### config.mk
export PLATFORM = sky130hd
export DESIGN_NAME = afk_cell
export DESIGN_NICKNAME = d
export VERILOG_FILES = /design/src/design/afk_pkg.sv /design/src/design/afk_cell.sv
export SDC_FILE = /design/constraint.sdc
export NUM_CORES = 1
export LEC_CHECK = 0
export ABC_AREA = 0
export BUFFER_PORTS_ARGS = -buffer_cell sky130_fd_sc_hd__buf_2
export CORE_MARGIN = 3
export CORE_UTILIZATION = 46
export DETAILED_ROUTE_END_ITERATION = 10
export PLACE_DENSITY = 0.73
export SKIP_CTS_REPAIR_TIMING = 1
export SLEW_MARGIN = 20
export SYNTH_ARGS = -nofsm -noshare
export SYNTH_HDL_FRONTEND = slang
export SYNTH_SLANG_ARGS = --single-unit
### constraint.sdc
create_clock -name clk_i -period 0.91 [get_ports clk_i]
set_input_delay 0.0455 -clock clk_i [delete_from_list [all_inputs] [get_ports clk_i]]
set_output_delay 0.0455 -clock clk_i [all_outputs]
set_load 0.02 [all_outputs]
### src/design/afk_pkg.sv
// package for the arm forward kinematics block: widths, fixed-point constants,
// the cordic arctangent table and the structs passed between the modules
// no dependencies
package afk_pkg;

  localparam int CordicSteps = 16;     // 12 .. 24
  localparam int AtanIdxW    = 5;      // index into the 24-entry arctangent table

  localparam int AngW  = 36;           // q30 angle before range reduction
  localparam int ZW    = 34;           // q30 residual angle in the cordic cells
  localparam int XyW   = 33;           // q30 cordic vector
  localparam int TrigW = 34;           // q30 sin/cos after the fold sign is applied
  localparam int ProdW = 48;           // trig times link offset
  localparam int SumW  = 50;           // exact q30 coordinate sums
  localparam int PosW  = 17;           // rounded position

  localparam logic signed [AngW-1:0] AngPi     = 36'sd3373259426;
  localparam logic signed [AngW-1:0] AngTwoPi  = 36'sd6746518852;
  localparam logic signed [AngW-1:0] AngHalfPi = 36'sd1686629713;
  localparam logic signed [XyW-1:0]  CordicGain = 33'sd652032874;

  localparam logic signed [ProdW-1:0] OfsLiftZ     = 48'sd5571;
  localparam logic signed [ProdW-1:0] OfsShoulderX = 48'sd2310;
  localparam logic signed [ProdW-1:0] OfsUpperX    = 48'sd82;
  localparam logic signed [ProdW-1:0] OfsUpperZ    = 48'sd5652;
  localparam logic signed [ProdW-1:0] OfsPalmX     = 48'sd197;
  localparam logic signed [ProdW-1:0] OfsPalmZ     = 48'sd2302;
  localparam logic signed [ProdW-1:0] OfsCamXMag   = 48'sd442;  // camera x offset is negative
  localparam logic signed [ProdW-1:0] OfsCamZ      = 48'sd2228;

  localparam int Q30Shift = 30;
  localparam logic signed [SumW-1:0] Q30Half = 50'sd536870912;

  // configuration register indexes
  localparam logic [2:0] RegLiftMin  = 3'd0;
  localparam logic [2:0] RegLiftMax  = 3'd1;
  localparam logic [2:0] RegArmMin   = 3'd2;
  localparam logic [2:0] RegArmMax   = 3'd3;
  localparam logic [2:0] RegWristMin = 3'd4;
  localparam logic [2:0] RegWristMax = 3'd5;

  typedef struct packed {
    logic signed [15:0] lift_min;
    logic signed [15:0] lift_max;
    logic signed [15:0] arm_min;
    logic signed [15:0] arm_max;
    logic signed [15:0] wrist_min;
    logic signed [15:0] wrist_max;
  } afk_cfg_t;

  // data handed from cell to cell: arm and hand rotations side by side
  typedef struct packed {
    logic signed [15:0]    lift;
    logic signed [15:0]    hp;
    logic                  neg_a;
    logic                  neg_h;
    logic signed [XyW-1:0] xa;
    logic signed [XyW-1:0] ya;
    logic signed [ZW-1:0]  za;
    logic signed [XyW-1:0] xh;
    logic signed [XyW-1:0] yh;
    logic signed [ZW-1:0]  zh;
  } afk_cord_t;

  // atan(2^-i) in q30, truncated
  function automatic logic signed [ZW-1:0] atan_q30(logic [AtanIdxW-1:0] i);
    logic signed [ZW-1:0] r;
    case (i)
      5'd0:  r = 34'sd843314856;
      5'd1:  r = 34'sd497837829;
      5'd2:  r = 34'sd263043836;
      5'd3:  r = 34'sd133525158;
      5'd4:  r = 34'sd67021686;
      5'd5:  r = 34'sd33543515;
      5'd6:  r = 34'sd16775850;
      5'd7:  r = 34'sd8388437;
      5'd8:  r = 34'sd4194282;
      5'd9:  r = 34'sd2097149;
      5'd10: r = 34'sd1048575;
      5'd11: r = 34'sd524287;
      5'd12: r = 34'sd262143;
      5'd13: r = 34'sd131071;
      5'd14: r = 34'sd65535;
      5'd15: r = 34'sd32767;
      5'd16: r = 34'sd16383;
      5'd17: r = 34'sd8191;
      5'd18: r = 34'sd4095;
      5'd19: r = 34'sd2047;
      5'd20: r = 34'sd1023;
      5'd21: r = 34'sd511;
      5'd22: r = 34'sd255;
      5'd23: r = 34'sd127;
      default: r = '0;
    endcase
    return r;
  endfunction

endpackage

### src/design/afk_cell.sv
// one cordic rotation step for the arm and the hand angle, registered
// depends on afk_pkg
module afk_cell import afk_pkg::*; (
  input  logic                clk_i,
  input  logic                rst_ni,
  input  logic                adv_i,
  input  logic [AtanIdxW-1:0] step_i,
  input  logic                vld_i,
  input  afk_cord_t           cord_i,
  output logic                vld_o,
  output afk_cord_t           cord_o
);

  logic                 vld_q;
  afk_cord_t            cord_q, cord_d;
  logic signed [ZW-1:0] ang;

  always_comb begin
    ang    = atan_q30(step_i);
    cord_d = cord_i;
    if (!cord_i.za[ZW-1]) begin
      cord_d.xa = cord_i.xa - (cord_i.ya >>> step_i);
      cord_d.ya = cord_i.ya + (cord_i.xa >>> step_i);
      cord_d.za = cord_i.za - ang;
    end else begin
      cord_d.xa = cord_i.xa + (cord_i.ya >>> step_i);
      cord_d.ya = cord_i.ya - (cord_i.xa >>> step_i);
      cord_d.za = cord_i.za + ang;
    end
    if (!cord_i.zh[ZW-1]) begin
      cord_d.xh = cord_i.xh - (cord_i.yh >>> step_i);
      cord_d.yh = cord_i.yh + (cord_i.xh >>> step_i);
      cord_d.zh = cord_i.zh - ang;
    end else begin
      cord_d.xh = cord_i.xh + (cord_i.yh >>> step_i);
      cord_d.yh = cord_i.yh - (cord_i.xh >>> step_i);
      cord_d.zh = cord_i.zh + ang;
    end
  end

  always_ff @(posedge clk_i or negedge rst_ni) begin
    if (!rst_ni) begin
      vld_q <= 1'b0;
    end else if (adv_i) begin
      vld_q <= vld_i;
    end
  end

  always_ff @(posedge clk_i) begin
    if (adv_i) begin
      cord_q <= cord_d;
    end
  end

  assign vld_o  = vld_q;
  assign cord_o = cord_q;

endmodule

; Yosys cells after proc, flatten, opt, wreduce, memory -nomap -nowiden
; Memories as Yosys holds them, arrays and structs flattened.
; Cells that the tools add are included.
; W data, S select, Z words.
[word_totals]
regBits = 235
mem_bits_ro = 960
inputBits = 243
output_inout_bits = 235
elab_cells = 30
memories = 1
[mem_list]
columns = name, words, width, rd, rd_ports_with_merged_regs, write_ports, line_no
row1 = (name not given), 32, 30, 1, 0, 0, afk_pkg.sv:68  ; case (i)
[classes]
n_addsub = 12
shift = 4
muxes = 2
[op_table]
columns = operator, count
row1 = $mux W100, 2
row2 = $add A33 B33 Y33, 4
row3 = $sshr A33 B5 Y33, 4
row4 = $sub A33 B33 Y33, 4
row5 = $add A34 B34 Y34, 2
row6 = $sub A34 B34 Y34, 2

; Longest topological paths before layout
[depth]
word_depth = 3
ltp_mapped = 33
ltp_nobuf = 24

; Worst setup path before layout
; Ideal clock, no wire load.
[synth_timing]
path_kind = input port to flip-flop
startpoint = input step_i[2]
endpoint = register cord_q (netlist bit cord_o[166]), data pin
setup_ps = 260
t_arrival_ps = 5807
t_required_ps = 650
setup_slack_ps = -5157
stages = 33
n_path_buf = 12
path_cell_list = buf_2 -> buf_4 -> buf_4 -> buf_4 -> buf_2 -> buf_4 -> buf_4 -> buf_2 -> buf_2 -> buf_2 -> buf_1 -> clkbuf_1 -> nand2_1 -> o21ai_0 -> a21oi_1 -> ha_1 -> nor2b_1 -> and4bb_1 -> and2_1 -> or3_1 -> nand3_1 -> o21ai_0 -> ha_1 -> nand2_1 -> o211ai_1 -> a21oi_1 -> o211a_1 -> a21o_1 -> o311ai_0 -> o31ai_1 -> o21ai_0 -> a31oi_1 -> xnor2_1
[synth_rtl]
columns = item, line_no
row1 = from (decl), afk_cell.sv:7  ; input logic [AtanIdxW-1:0] step_i,
row2 = to (signal assigned), afk_cell.sv:51  ; cord_q <= cord_d;
row3 = to (decl), afk_cell.sv:15  ; afk_cord_t cord_q, cord_d;

==> flow_summary.ini <==
[placed_design]
hpwlAfterDp_um = 115000
gp_congestion = 1.077
numPortBuffers = 477
placed_cells = 5893

[sta]
clock.fmax_mhz = 195.3
report.final.slew_viol_count = 0
holdWs_ps = -189.3
rsz0062_at_grt = true
setup-violations-final = 446
fin_crit_ps = 5121
setup_ws_ps = -4211
clock_skew_ps = 0
max_slew_margin_pct = 38.43
fin_setup_tns_ps = -670120
fin_crit_sh_pct = 562.8
tightest_slew_ps = 921.6
hold_violations = 8

[status]
failed_checks = negative hold slack, negative setup slack
status = complete, but fails checks

[synthesis]
ys_ff_latch = 235
netlist.area_leader.share_pct = 23.12
async_flop_share_pct = 0.4255
ys_top_cells_by_area = edfxtp_1, mux4_2, ha_1
syn_nets = 3721
ys_seq_area_share_pct = 23.20
synth_cell_types = 118
yosysMostFrequentCell = a21oi_1
synth_top_area_cell = edfxtp_1
synth_commonest_cells = a21oi_1, nor2_1, nand2_1
ys_warn_count = 0
yosys_most_used_dff = edfxtp_1
synth_edf_count = 234
synth_area_um2 = 30390
syn_area_per_cell_um2 = 9.315
netlist_instances = 3263

[routing]
routed_wl_um = 162500
drtIter0Drc = 4679
first_pass_iters = 8
wl_per_cell_um = 26.31
drc = 0
drtAntennaViolNets = 0
viasPerCell = 6.344
vias = 39180

[power_and_ir_drop]
power.density_nw_per_um2 = 1528
irDropWorstVdd_uv = 1798
power.leakage_nw = 23.28
total_power_mw = 78.80

[clocking]
cts-root-buf = clkbuf_16
insertion_delay_ps = 560
cts.sinks = 235
cts-buffers-inserted = 26
clock_tree.buffer_depth = 3
path_clk_slew_ps = 60
cts_tree = done
cts.htree.levels = 1

[final_layout]
nFillCells = 3865
final_cells = 6176
drive_gt1_share_pct = 57.76
final_nets = 5748
seqCellArea_um2 = 7052
multiInputGateArea_um2 = 25800
final_util_pct = 79.45
areaGrowthSynthToFinish_pct = 69.73

[global_routing]
grt_pass1_vias = 35470
grt_usage_pct = 38.29
antenna_found_initial = 13
grt.overflow.total = 0
grt_max_degree = 40
grt_pass1_wl_um = 208400

[floorplan]
rows = 93
fp.dieH_um = 263.1
core_um2 = 64930
start_util_pct = 46.81
die_w_um = 263.1
ios = 478
dieArea_um2 = 69200

[critical_path]
critPathArrivalTime_ps = 5440
crit_type = in2reg
start_kind = input pin
worst-path-max-fanout = 8
cp-end-kind = flip-flop
worstPathRequired_ps = 1230

[job]
max_cap_viol_count = 0

[worst_hold_path]
hold_path_class = in2reg
final timing paths:
check	startpoint	to	slack (ps)	cells after the start
min in group asynchronous	rst_ni	vld_o	330	3
setup reg to reg	vld_o	vld_o	120	1
hold reg to reg	vld_o	vld_o	570	1
hold / removal	cord_i[100]	cord_o[100]	-190	2
max in group asynchronous	rst_ni	vld_o	480	3
setup / recovery	step_i[0]	cord_o[96]	-4210	28
flip-flops by register name (all words and copies together) (netlist names):
name	flops
cord_o	234
vld_o	1
cells in the final DEF (no fill, tap or decap), types with 96 or more instances in the layout:
cell type and n:
xnor2_1 163, a21oi_1 164, a21oi_2 117, xor2_1 96, mux2i_1 105, o21ai_0 99
buf_4 1512, ha_1 164, buf_2 470, edfxtp_1 234, mux4_2 157, nand2_1 220
nor2_1 205
final cells by class:
| class | count | area share [%] |
|---|---|---|
| repair buffers | 2181 | 32.07 |
| diodes | 11 | 0.05336 |
| clock inverters | 12 | 0.1528 |
| multi-input cells | 2766 | 50.00 |
| flip-flops and latches | 235 | 13.67 |
| inverters | 80 | 0.5990 |
| clock buffers | 36 | 1.375 |
| well taps | 855 | 2.074 |
power by group:
part	internal (mW)	switching (mW)	leakage, nW
registers	15.6	0.768	2.30
logic	24.7	27.5	20.6
clock network	5.68	4.57	0.380
cell families after synthesis:
kind of cell	synth area share, %
AO/OA/AOI/OAI	21.23
buffers and inverters	4.372
adder cells (fa/ha/maj)	8.999
AND/OR/NAND/NOR	14.58
XOR/XNOR	8.530
multiplexers	19.10
flip-flops	23.20
critical path, stage by stage:
cell      delay, ps
buf_16          120
buf_16          150
buf_12          140
buf_12          120
mux4_2          530
a22oi_1         420
o21ai_0         170
nor2_1          220
buf_4           160
and4_4          270
nand3_4         110
buf_12          150
nor2_4           90
a21oi_2          70
xor2_1          160
ha_1            360
nand3_2         140
buf_6           150
nor2_4          150
buf_6           120
nand4_1         180
a21boi_2        250
a21oi_2         290
buf_6           180
nor3_4           50
o31ai_1         300
a21oi_1         140
xnor2_1         140
metrics by stage:
stage | hold slack (ps) | cell area (µm²) | setup slack, ps
after floorplan | -250.1 | 31650 | -4446
after global placement | -178.8 | 45430 | -4521
after detailed placement | -173.9 | 45430 | -4573
after CTS | -780.8 | 46220 | -3977
after global routing | -203.2 | 51590 | -4188
final | -189.3 | 51590 | -4211
per-layer routing:
metal | up-vias | GRT usage [%] | wire length (µm)
li1 | 16650 | - | -
met1 | 18730 | 46.92 | 56890
met2 | 2906 | 66.14 | 77980
met3 | 899 | 5.607 | 14950
met4 | 2 | 18.45 | 12640
met5 | - | 0 | 11
Note: power is estimated with default switching activity, not from simulation.
